--- config.mk ---
export PLATFORM = sky130hd
export DESIGN_NAME = lru_page_table_top
export DESIGN_NICKNAME = d
export VERILOG_FILES = /design/src/hdl/lpt_pkg.sv /design/src/hdl/lpt_ctrl.sv /design/src/hdl/lpt_datapath.sv /design/src/hdl/lru_page_table_top.sv
export SDC_FILE = /design/constraint.sdc
export NUM_CORES = 1
export LEC_CHECK = 0
export ABC_CLOCK_PERIOD_IN_PS = 3000
export BUFFER_PORTS_ARGS = -buffer_cell sky130_fd_sc_hd__buf_2
export CORE_MARGIN = 1.5
export CORE_UTILIZATION = 56
export CTS_CLUSTER_DIAMETER = 200
export DETAILED_ROUTE_END_ITERATION = 10
export PLACE_DENSITY = 0.77
export SYNTH_ARGS = -nofsm -noshare
export SYNTH_HDL_FRONTEND = slang
export SYNTH_SLANG_ARGS = --single-unit
--- constraint.sdc ---
create_clock -name clk -period 3 [get_ports clk]
set_input_delay 0.3 -clock clk [delete_from_list [all_inputs] [get_ports clk]]
set_output_delay 0.3 -clock clk [all_outputs]
set_load 0.05 [all_outputs]
--- src/hdl/lpt_pkg.sv ---
`default_nettype none

package lpt_pkg;

  // Default sizes of the table
  localparam int PAGES_DEF    = 8;
  localparam int ID_WIDTH_DEF = 8;

  // Fixed port widths
  localparam int PAGE_ID_W = 8;
  localparam int SLOT_W    = 3;
  localparam int FILL_W    = 4;

  // Commands from the controller to the datapath
  typedef struct packed {
    logic load;    // capture the incoming page id
    logic search;  // compare against all slots, pick the target slot
    logic commit;  // update ranks and pages, load the output word
  } cmd_t;

endpackage

`default_nettype wire

--- src/hdl/lpt_ctrl.sv ---
`default_nettype none

module lpt_ctrl (
  input  wire logic         clk,
  input  wire logic         rst_n,
  input  wire logic         in_valid,
  output logic              in_ready,
  output logic              out_valid,
  input  wire logic         out_ready,
  output lpt_pkg::cmd_t     cmd
);

  typedef enum logic [2:0] {
    S_IDLE   = 3'b001,
    S_LOOK   = 3'b010,
    S_UPDATE = 3'b100
  } state_t;

  state_t state_r, state_nxt;
  logic   out_valid_r, out_valid_nxt;

  // Decode commands
  always_comb begin
    in_ready   = (state_r == S_IDLE);
    cmd.load   = in_valid && (state_r == S_IDLE);
    cmd.search = (state_r == S_LOOK);
    cmd.commit = (state_r == S_UPDATE) && (!out_valid_r || out_ready);
  end

  // Advance the sequence; hold in update while the output word is not yet taken
  always_comb begin
    state_nxt = state_r;
    unique case (state_r)
      S_IDLE:   if (in_valid) state_nxt = S_LOOK;
      S_LOOK:   state_nxt = S_UPDATE;
      S_UPDATE: if (cmd.commit) state_nxt = S_IDLE;
      default:  state_nxt = S_IDLE;
    endcase
  end

  // Output word valid: set on commit, drop when taken
  always_comb begin
    out_valid_nxt = out_valid_r;
    priority if (cmd.commit) out_valid_nxt = 1'b1;
    else if (out_ready)      out_valid_nxt = 1'b0;
    else                     out_valid_nxt = out_valid_r;
  end

  always_ff @(posedge clk) begin
    if (!rst_n) begin
      state_r     <= S_IDLE;
      out_valid_r <= 1'b0;
    end else begin
      state_r     <= state_nxt;
      out_valid_r <= out_valid_nxt;
    end
  end

  assign out_valid = out_valid_r;

endmodule

`default_nettype wire

--- src/hdl/lpt_datapath.sv ---
`default_nettype none

module lpt_datapath #(
  parameter int PAGES    = lpt_pkg::PAGES_DEF,
  parameter int ID_WIDTH = lpt_pkg::ID_WIDTH_DEF
) (
  input  wire logic                          clk,
  input  wire logic                          rst_n,
  input  wire lpt_pkg::cmd_t                 cmd,
  input  wire logic [lpt_pkg::PAGE_ID_W-1:0] in_page_id,
  output logic                               out_hit,
  output logic [lpt_pkg::SLOT_W-1:0]         out_slot,
  output logic                               out_evicted_valid,
  output logic [lpt_pkg::PAGE_ID_W-1:0]      out_evicted_page,
  output logic [lpt_pkg::FILL_W-1:0]         out_fill_count
);

  localparam int IDX_W  = (PAGES > 1) ? $clog2(PAGES) : 1;
  localparam int CNT_W  = $clog2(PAGES + 1);
  localparam int RANK_W = IDX_W;
  localparam int KEY_W  = (ID_WIDTH < lpt_pkg::PAGE_ID_W) ? ID_WIDTH : lpt_pkg::PAGE_ID_W;

  // Table state
  logic [KEY_W-1:0]  page_r [PAGES];
  logic [RANK_W-1:0] rank_r [PAGES];
  logic [RANK_W-1:0] rank_nxt [PAGES];
  logic [CNT_W-1:0]  occ_r, occ_nxt;

  // Lookup results
  logic [KEY_W-1:0]  id_r;
  logic              hit_r, full_r;
  logic [IDX_W-1:0]  slot_r;
  logic [PAGES-1:0]  sel_oh_r;
  logic [RANK_W-1:0] old_rank_r;
  logic [KEY_W-1:0]  ev_page_r;

  // Output word
  logic                          out_hit_r;
  logic [lpt_pkg::SLOT_W-1:0]    out_slot_r;
  logic                          out_ev_valid_r;
  logic [lpt_pkg::PAGE_ID_W-1:0] out_ev_page_r;
  logic [lpt_pkg::FILL_W-1:0]    out_fill_r;

  // Search logic
  logic [PAGES-1:0]  match, victim, sel_oh;
  logic              hit, full;
  logic [IDX_W-1:0]  mslot, vslot, sel_slot;
  logic [RANK_W-1:0] old_rank;
  logic [KEY_W-1:0]  ev_page;

  // Capture the page id, masked to the key width
  always_ff @(posedge clk) begin
    if (cmd.load) id_r <= KEY_W'(in_page_id);
  end

  // Compare every occupied slot; the least recent slot carries the top rank
  always_comb begin
    for (int i = 0; i < PAGES; i++) begin
      match[i]  = (CNT_W'(i) < occ_r) && (page_r[i] == id_r);
      victim[i] = (rank_r[i] == RANK_W'(PAGES - 1));
    end
    hit  = |match;
    full = (occ_r == CNT_W'(PAGES));
  end

  // Pick the lowest matching slot and the lowest victim slot
  always_comb begin
    mslot = '0;
    vslot = '0;
    for (int i = PAGES - 1; i >= 0; i--) begin
      if (match[i])  mslot = IDX_W'(i);
      if (victim[i]) vslot = IDX_W'(i);
    end
    priority if (hit) sel_slot = mslot;
    else if (full)    sel_slot = vslot;
    else              sel_slot = occ_r[IDX_W-1:0];
  end

  // Read the old rank and the old page of the chosen slot
  always_comb begin
    old_rank = '0;
    ev_page  = '0;
    for (int i = 0; i < PAGES; i++) begin
      sel_oh[i] = (IDX_W'(i) == sel_slot);
      old_rank  = old_rank | (rank_r[i] & {RANK_W{sel_oh[i]}});
      ev_page   = ev_page  | (page_r[i] & {KEY_W{sel_oh[i]}});
    end
  end

  always_ff @(posedge clk) begin
    if (cmd.search) begin
      hit_r      <= hit;
      full_r     <= full;
      slot_r     <= sel_slot;
      sel_oh_r   <= sel_oh;
      old_rank_r <= old_rank;
      ev_page_r  <= ev_page;
    end
  end

  // Age the entries more recent than the touched one (every occupied entry on a miss), touched one goes to rank zero
  always_comb begin
    for (int i = 0; i < PAGES; i++) begin
      rank_nxt[i] = rank_r[i];
      if (sel_oh_r[i]) begin
        rank_nxt[i] = '0;
      end else if ((CNT_W'(i) < occ_r) && (!hit_r || (rank_r[i] < old_rank_r))) begin
        rank_nxt[i] = rank_r[i] + RANK_W'(1);
      end
    end
    occ_nxt = occ_r;
    if (!hit_r && !full_r) occ_nxt = occ_r + CNT_W'(1);
  end

  always_ff @(posedge clk) begin
    if (!rst_n) begin
      for (int i = 0; i < PAGES; i++) rank_r[i] <= '0;
      occ_r <= '0;
    end else if (cmd.commit) begin
      for (int i = 0; i < PAGES; i++) rank_r[i] <= rank_nxt[i];
      occ_r <= occ_nxt;
    end
  end

  // Write the new page into the chosen slot on a miss
  always_ff @(posedge clk) begin
    for (int i = 0; i < PAGES; i++) begin
      if (cmd.commit && !hit_r && sel_oh_r[i]) page_r[i] <= id_r;
    end
  end

  // Load the output word
  always_ff @(posedge clk) begin
    if (cmd.commit) begin
      out_hit_r      <= hit_r;
      out_slot_r     <= lpt_pkg::SLOT_W'(slot_r);
      out_ev_valid_r <= !hit_r && full_r;
      out_ev_page_r  <= (!hit_r && full_r) ? lpt_pkg::PAGE_ID_W'(ev_page_r) : '0;
      out_fill_r     <= lpt_pkg::FILL_W'(occ_nxt);
    end
  end

  assign out_hit           = out_hit_r;
  assign out_slot          = out_slot_r;
  assign out_evicted_valid = out_ev_valid_r;
  assign out_evicted_page  = out_ev_page_r;
  assign out_fill_count    = out_fill_r;

endmodule

`default_nettype wire

--- src/hdl/lru_page_table_top.sv ---
`default_nettype none

// Channel   Handshake               Payload
// -------   ---------------------   -------------------------------------------
// input     in_valid / in_ready     in_page_id
// result    out_valid / out_ready   out_hit, out_slot, out_evicted_valid,
//                                   out_evicted_page, out_fill_count
//
// One word passes three steps: accept, parallel tag compare, rank/page update.
// The compare over all slots and the rank update each get a state of their own.
// A new word is accepted once the previous one has been written to the output
// register, even while that result still waits for out_ready.
// The update step holds while the output register is full and not taken.
// Synchronous reset empties the table at once; no clearing pass is needed.

module lru_page_table_top #(
  parameter int PAGES    = lpt_pkg::PAGES_DEF,
  parameter int ID_WIDTH = lpt_pkg::ID_WIDTH_DEF
) (
  input  wire logic                          clk,
  input  wire logic                          rst_n,
  input  wire logic                          in_valid,
  output logic                               in_ready,
  input  wire logic [lpt_pkg::PAGE_ID_W-1:0] in_page_id,
  output logic                               out_valid,
  input  wire logic                          out_ready,
  output logic                               out_hit,
  output logic [lpt_pkg::SLOT_W-1:0]         out_slot,
  output logic                               out_evicted_valid,
  output logic [lpt_pkg::PAGE_ID_W-1:0]      out_evicted_page,
  output logic [lpt_pkg::FILL_W-1:0]         out_fill_count
);

  lpt_pkg::cmd_t cmd;

  lpt_ctrl u_ctrl (
    .clk       (clk),
    .rst_n     (rst_n),
    .in_valid  (in_valid),
    .in_ready  (in_ready),
    .out_valid (out_valid),
    .out_ready (out_ready),
    .cmd       (cmd)
  );

  lpt_datapath #(
    .PAGES    (PAGES),
    .ID_WIDTH (ID_WIDTH)
  ) u_datapath (
    .clk               (clk),
    .rst_n             (rst_n),
    .cmd               (cmd),
    .in_page_id        (in_page_id),
    .out_hit           (out_hit),
    .out_slot          (out_slot),
    .out_evicted_valid (out_evicted_valid),
    .out_evicted_page  (out_evicted_page),
    .out_fill_count    (out_fill_count)
  );

  // A hit never evicts
  a_no_evict_on_hit: assert property (@(posedge clk) disable iff (!rst_n)
    out_valid |-> !(out_hit && out_evicted_valid))
    else $error("eviction reported on a hit");

  // Eviction only happens with a full table
  a_evict_when_full: assert property (@(posedge clk) disable iff (!rst_n)
    (out_valid && out_evicted_valid) |-> (out_fill_count == lpt_pkg::FILL_W'(PAGES)))
    else $error("eviction with free slots left");

  // No evicted page without eviction
  a_evict_page_zero: assert property (@(posedge clk) disable iff (!rst_n)
    (out_valid && !out_evicted_valid) |-> (out_evicted_page == '0))
    else $error("evicted page nonzero without eviction");

  // One word in flight: input closes after an accept
  a_one_in_flight: assert property (@(posedge clk) disable iff (!rst_n)
    (in_valid && in_ready) |=> !in_ready)
    else $error("second word accepted while one is in flight");

endmodule

`default_nettype wire

==> summary.txt, run 1 <==
Port bufs: 30
WP data required: 3.17 ns
Number of enable flip-flop cells after synthesis: 137
Endpoints failing hold: 0
Mapped Area: 7380 um^2
CTS Buf Count: 17
Worst min-delay path class: input pin to flop
Area after DPL: 8370 um^2
Slew HR: 56.3%
Register area share after synthesis: 57.9%
Syn_nets: 598
Area Growth Syn to Fin: 28.5%
Critical-path top delay cell: a2111oi_1
Reg2reg start: u_datapath.id_r[4]
Post-DRT Antenna Nets: 0
Worst setup path startpoint: u_datapath.id_r[4]
CP max stage delay: 0.49 ns
CTS root buffer: clkbuf_16
Crit path kind: flop to flop
Critical Path Start Type: flop
CP cell instances: buf_8 -> buf_6 -> xnor2_2 -> nand4_1 -> buf_4 -> nor3_2 -> buf_4 -> a2111oi_1 -> o31a_1 -> or2_4 -> inv_2 -> and2_4 -> buf_4 -> a221oi_4 -> o21ai_1
Crit path DAT: 3.53 ns
Vias/cell: 6.06
Post-CTS Hold Buffers: 0
Cell family with most CP delay: compound AO/OA/AOI/OAI gates
Highest Clock Rate: 0.297 GHz
Final Worst Setup Slack: -0.362 ns
Non-Filler Instances: 874
CTS tree: yes
Starting Density: 58.0%
Mapped Cells: 551
Initial antenna violation count: 0
Layout cell share with drive strength beyond 1: 36.5%
Setup violators final: 11
Die area: 13900 um^2
Most frequently used flop master after synthesis: edfxtp_1
Clk_skew: 0.00816 ns
NetSw: 0.976 mW
Max-cap violations: 0
Core box area: 12700 um^2
Violated checks: negative setup slack
Buffers and inverters on the worst path: 6
Pwr Total: 4.48 mW
Drt pass-1 iters: 5
Min-delay src: in_page_id[7]
Synth top area share: 55.7%
Peak supply drop: 0.000510 V
Yosys cell types: 50
Pwr per Cell Area: 472 nW/um^2
Clk sinks: 145
Tcrit/Tclk final: 112%
Rows: 41
Flop pwr share: 50.5%
Fin util: 74.5%
Status: complete, but fails checks
Total GRT Usage: 27.2%
Least-Margin Pin Slew: 0.655 ns
Top cell by count, worst path: buf_4
Fraction of registers with async set/reset: 0%
Starting DRT DRC Count: 466
Clk slew on worst S/H paths: 0.06 ns
H-tree depth: 4
First-pass GRT wire length: 28500 um
Die H: 118 um
RSZ-0062 raised after global routing: true
Antenna Cells: 0
Max Buffers Root-to-Sink: 2
Die width: 118 um
Placed cells: 826
FF+latch count, synth: 145
Logic pwr share: 6.3%
DR DRC count: 0
Design area: 9480 um^2
Leak: 3.62 nW
NumNets Final: 736
Vias in the first global route: 5448
Clk pwr share: 43.1%
# IOs: 31
WL final: 18900 um
Sw Share: 21.8%
WL per Instance: 21.6 um
Total global routing overflow: 0
WHS: 0.0518 ns
Minimum clock period: 3.36 ns
Clock latency at the later pin of the worst-skew pair: 0.42 ns
Vias: 5293
RePlAce Congestion: 0.951
Crit path max fanout: 6
Syn Area/Cell: 13.4 um^2
Max Slew Vio Count: 0
Largest net degree at the start of global routing: 25
Ranking of synthesized cells by area: edfxtp_1, ha_1, xnor2_1, xor2_1, a221oi_1
Synth Warn #: 0
CP endpoint kind: flop
Top cell type by total area after synthesis: edfxtp_1
Int Power: 3.50 mW
DP Wirelength: 12600 um
-- path summary, 6_finish.rpt --
path,end,cells past startpoint,slack (ns)
max,u_datapath.ev_page_r[5],15,-0.36
min,u_datapath.id_r[7],1,0.05
max reg2reg,u_datapath.ev_page_r[5],15,-0.36
min reg2reg,u_datapath.out_slot[0],0,0.42
-- registers in the layout, summed over array words and instances, names as in the netlist --
signal / flops
u_datapath.slot_r: 3
u_datapath.old_rank_r: 3
u_datapath.out_evicted_valid: 1
u_datapath.page_r: 64
u_datapath.hit_r: 1
u_datapath.out_slot: 3
u_datapath.out_fill_count: 4
u_datapath.ev_page_r: 8
u_datapath.rank_r: 24
u_ctrl.out_valid: 1
u_datapath.sel_oh_r: 8
u_datapath.out_evicted_page: 8
u_datapath.id_r: 8
u_ctrl.state_r: 3
u_datapath.full_r: 1
u_datapath.occ_r: 4
u_datapath.out_hit: 1
-- power by group through the flow --
stage	combinational (mW)	clock [mW]	sequential, mW
after floorplan	0.146	0	2.31
after global placement	0.239	0	2.30
after detailed placement	0.248	0	2.30
after CTS	0.260	1.94	2.26
after global routing	0.304	2.03	2.27
final	0.284	1.93	2.26
-- repair_timing --
| action | CTS | global route |
|---|---|---|
| endpoints found under the setup margin | 11 | 18 |
| pin swaps | 6 | 16 |
| buffers inserted | 8 | 6 |
| gates resized for setup | 38 | 44 |
| gates cloned | 1 | 2 |
-- layout make-up --
cell class / instances / area, um^2
multi-input cells: 367 / 3270
fillers: 806 / 3240
flip-flops and latches: 145 / 4280
well taps: 172 / 215
clock buffers: 21 / 440
inverters: 12 / 48.8
repair buffers: 146 / 1140
clock inverters: 11 / 90.1
-- cell usage in the layout (no fill, tap or decap), types with 5 or more instances in the layout --
master / instances
a21o_1: 12
a21oi_1: 18
a221oi_2: 17
a221oi_4: 5
a22oi_2: 10
and2_1: 17
buf_12: 5
buf_2: 31
buf_4: 100
buf_6: 7
clkbuf_16: 17
dfxtp_1: 7
edfxtp_1: 137
ha_1: 35
inv_1: 9
mux2_1: 5
mux2_4: 16
nand2_1: 14
nand2b_1: 9
nand3_1: 6
nand4_1: 8
nor2_1: 15
nor2b_1: 9
nor3_1: 17
nor3b_1: 17
o21ai_0: 15
o21ai_1: 12
xnor2_1: 38
xnor2_2: 7
xor2_1: 24
-- routing by layer --
metal	global-route usage (%)	up-vias	wire, um
met4	11.4	0	646
li1	-	2368	-
met2	45.8	278	9480
met3	6.35	68	1260
met1	33.9	2579	7510
met5	0	-	0
-- cells by family after synthesis --
group	share of synthesized area [%]
compound gates	9.02
xor+xnor	8.19
fa+ha+maj	5.93
buf+inv	3.17
flops	57.9
mux	4.22
simple gates	11.5
-- cell usage after synthesis, drive strengths merged (2+ instances only) --
master / count
or4: 2
nor2b: 11
nand2b: 9
dfxtp: 8
mux2: 22
a21oi: 18
a221oi: 22
a21o: 12
xor2: 24
or3: 3
o31a: 2
a2111oi: 2
nand2: 15
inv: 11
buf: 18
xnor2: 45
and2: 18
and3: 6
ha: 35
clkbuf: 10
nand3: 6
nor2: 17
o21ai: 27
nor3b: 17
nand4: 8
edfxtp: 137
a22oi: 12
nor4: 5
nor3: 20
-- metrics by stage --
step	setup slack (ns)	TNS, ns
floorplan	0.0299	0
global placement	-0.321	-2.48
detailed placement	-0.316	-2.82
CTS	-0.209	-1.92
global route	-0.393	-3.86
finish	-0.362	-3.24
(Power assumes the default switching activity.)
==> run 2: changes to the inputs <==
--- a/config.mk
+++ b/config.mk
@@ -12,6 +12,7 @@
 export CTS_CLUSTER_DIAMETER = 200
 export DETAILED_ROUTE_END_ITERATION = 10
 export PLACE_DENSITY = 0.77
+export SETUP_SLACK_MARGIN = 0.5
 export SYNTH_ARGS = -nofsm -noshare
 export SYNTH_HDL_FRONTEND = slang
 export SYNTH_SLANG_ARGS = --single-unit
==> summary.txt, run 2 (synthesis results as in run 1) <==
Status: complete, but fails checks (unchanged)
Violated checks: negative setup slack (unchanged)
Tcrit/Tclk final: 109% (was 112%)
Total global routing overflow: 0 (unchanged)
Fill count: 820 (was 806)
Vias: 5068 (was 5293)
DP Wirelength: 12400 um (was 12600 um)
Leak: 3.57 nW (was 3.62 nW)
Max Buffers Root-to-Sink: 2 (unchanged)
Sw Share: 21.0% (was 21.8%)
Register Area: 4280 um^2 (unchanged)
Final Worst Setup Slack: -0.265 ns (was -0.362 ns)
Pwr per Cell Area: 470 nW/um^2 (was 472 nW/um^2)
Rows: 41 (unchanged)
Peak supply drop: 0.000442 V (was 0.000510 V)
CTS Buf Count: 17 (unchanged)
Die area: 13900 um^2 (unchanged)
Least-Margin Pin Slew: 0.606 ns (was 0.655 ns)
Worst min-delay path class: input pin to flop (unchanged)
Slew HR: 59.5% (was 56.3%)
Crit path kind: flop to flop (unchanged)
Vias/cell: 5.93 (was 6.06)
NetSw: 0.929 mW (was 0.976 mW)
Multi-input logic area: 3290 um^2 (was 3270 um^2)
Reg2reg path depth: 13 (was 15)
Clk sinks: 145 (unchanged)
Most frequent cells in the layout: edfxtp_1, buf_4, xnor2_1, ha_1, buf_2 (unchanged)
Max reg flops: 64 (unchanged)
Max Slew Vio Count: 0 (unchanged)
First-pass GRT wire length: 28100 um (was 28500 um)
Area Growth Syn to Fin: 27.4% (was 28.5%)
Clk_skew: 0.00865 ns (was 0.00816 ns)
Largest net degree at the start of global routing: 25 (unchanged)
Area after DPL: 8410 um^2 (was 8370 um^2)
DR DRC count: 0 (unchanged)
NumNets Final: 718 (was 736)
Port bufs: 30 (unchanged)
WP data required: 3.17 ns (about the same)
Die H: 118 um (unchanged)
WL final: 18000 um (was 18900 um)
CP endpoint kind: flop (unchanged)
RePlAce Congestion: 0.938 (was 0.951)
Post-DRT Antenna Nets: 0 (unchanged)
Placed cells: 804 (was 826)
CTS root buffer: clkbuf_16 (unchanged)
Post-CTS Hold Buffers: 0 (unchanged)
# IOs: 31 (unchanged)
Minimum clock period: 3.26 ns (was 3.36 ns)
Total negative slack: -2.55 ns (was -3.24 ns)
Non-Filler Instances: 855 (was 874)
Clk slew on worst S/H paths: 0.06 ns (about the same)
Antenna Cells: 0 (unchanged)
Initial antenna violation count: 0 (unchanged)
WL per Instance: 21.0 um (was 21.6 um)
Die width: 118 um (unchanged)
Int Power: 3.49 mW (was 3.50 mW)
Vias in the first global route: 5161 (was 5448)
Setup violators final: 11 (unchanged)
Core box area: 12700 um^2 (unchanged)
R2R setup slack: -0.26 ns (was -0.36 ns)
Crit path DAT: 3.44 ns (was 3.53 ns)
H-tree depth: 4 (unchanged)
Starting Density: 58.0% (unchanged)
Design area: 9410 um^2 (was 9480 um^2)
CTS tree: yes (unchanged)
Flop pwr share: 51.2% (was 50.5%)
Commonest non-fill, non-tap cell in the layout: edfxtp_1 (unchanged)
Hold path cells: 1 (unchanged)
Total GRT Usage: 27.1% (was 27.2%)
Clock latency at the later pin of the worst-skew pair: 0.43 ns (was 0.42 ns)
Critical Path Start Type: flop (unchanged)
WHS: 0.0522 ns (was 0.0518 ns)
Biggest registers after layout: u_datapath.page_r: 64 flops, u_datapath.rank_r: 24 flops (unchanged)
Starting DRT DRC Count: 489 (was 466)
Max-cap violations: 0 (unchanged)
Logic pwr share: 6.5% (was 6.3%)
Drt pass-1 iters: 5 (unchanged)
Layout cell share with drive strength beyond 1: 34.3% (was 36.5%)
Endpoints failing hold: 0 (unchanged)
Crit path max fanout: 5 (was 6)
RSZ-0062 raised after global routing: true (unchanged)
Fin util: 73.9% (was 74.5%)
Clk pwr share: 42.2% (was 43.1%)
Biggest register: u_datapath.page_r (unchanged)
Highest Clock Rate: 0.306 GHz (was 0.297 GHz)
-- run 2: metrics by stage --
step,setup WS [ns],power [mW]
after floorplan,0.0712,2.46
after global placement,-0.442,2.54
after detailed placement,-0.529,2.56
after CTS,-0.174,4.42
after global routing,-0.321,4.53
final,-0.265,4.42
-- run 2: power by group through the flow --
stage          Combinational [mW]  Clock [mW]  Sequential (mW)
2_1_floorplan               0.150           0             2.31
3_3_place_gp                0.244           0             2.30
3_5_place_dp                0.253           0             2.30
4_1_cts                     0.268        1.89             2.26
5_1_grt                     0.312        1.95             2.27
6_report                    0.289        1.87             2.26
-- run 2: area by class of cell --
cell class                      count  area share [%]
Clock inverter                     11           0.772
Tap cell                          172            2.29
Timing Repair inverter              1          0.0665
Timing Repair Buffer              128            11.2
Sequential cell                   145            45.5
Inverter                           12           0.639
Multi-Input combinational cell    366            35.0
Clock buffer                       20            4.64
-- run 2: layer usage --
metal | share of wire [%] | GRT usage (%) | routed length, um | vias to the layer above
met5 | 0 | 0 | 0 | -
met4 | 4.0 | 13.7 | 712 | 0
met3 | 4.9 | 4.94 | 886 | 58
met2 | 52 | 45.6 | 9270 | 189
met1 | 39 | 33.6 | 7090 | 2486
li1 | - | - | - | 2335
-- run 2: worst max-delay path: stages, from the launching register on --
cell,delay (ns)
edfxtp_1,0.43
buf_4,0.18
clkbuf_16,0.15
xnor2_2,0.13
nand3_1,0.09
or4_4,0.50
nand2_2,0.10
nand4b_4,0.16
mux2i_4,0.33
buf_6,0.17
buf_16,0.13
mux2_4,0.31
a221oi_4,0.24
o21ai_1,0.08
-- run 2: final timing paths --
check,from,endpoint
setup / recovery,u_datapath.id_r[7],u_datapath.old_rank_r[2]
hold / removal,in_page_id[5],u_datapath.id_r[5]
setup reg to reg,u_datapath.id_r[7],u_datapath.old_rank_r[2]
hold reg to reg,u_datapath.slot_r[1],u_datapath.out_slot[1]
-- run 2: what timing repair did --
| item | CTS | global route |
|---|---|---|
| cloned | 2 | 3 |
| setup endpoints to repair | 21 | 21 |
| gates resized for setup | 28 | 20 |
| setup buffers | 7 | 8 |
| pin swaps | 7 | 11 |
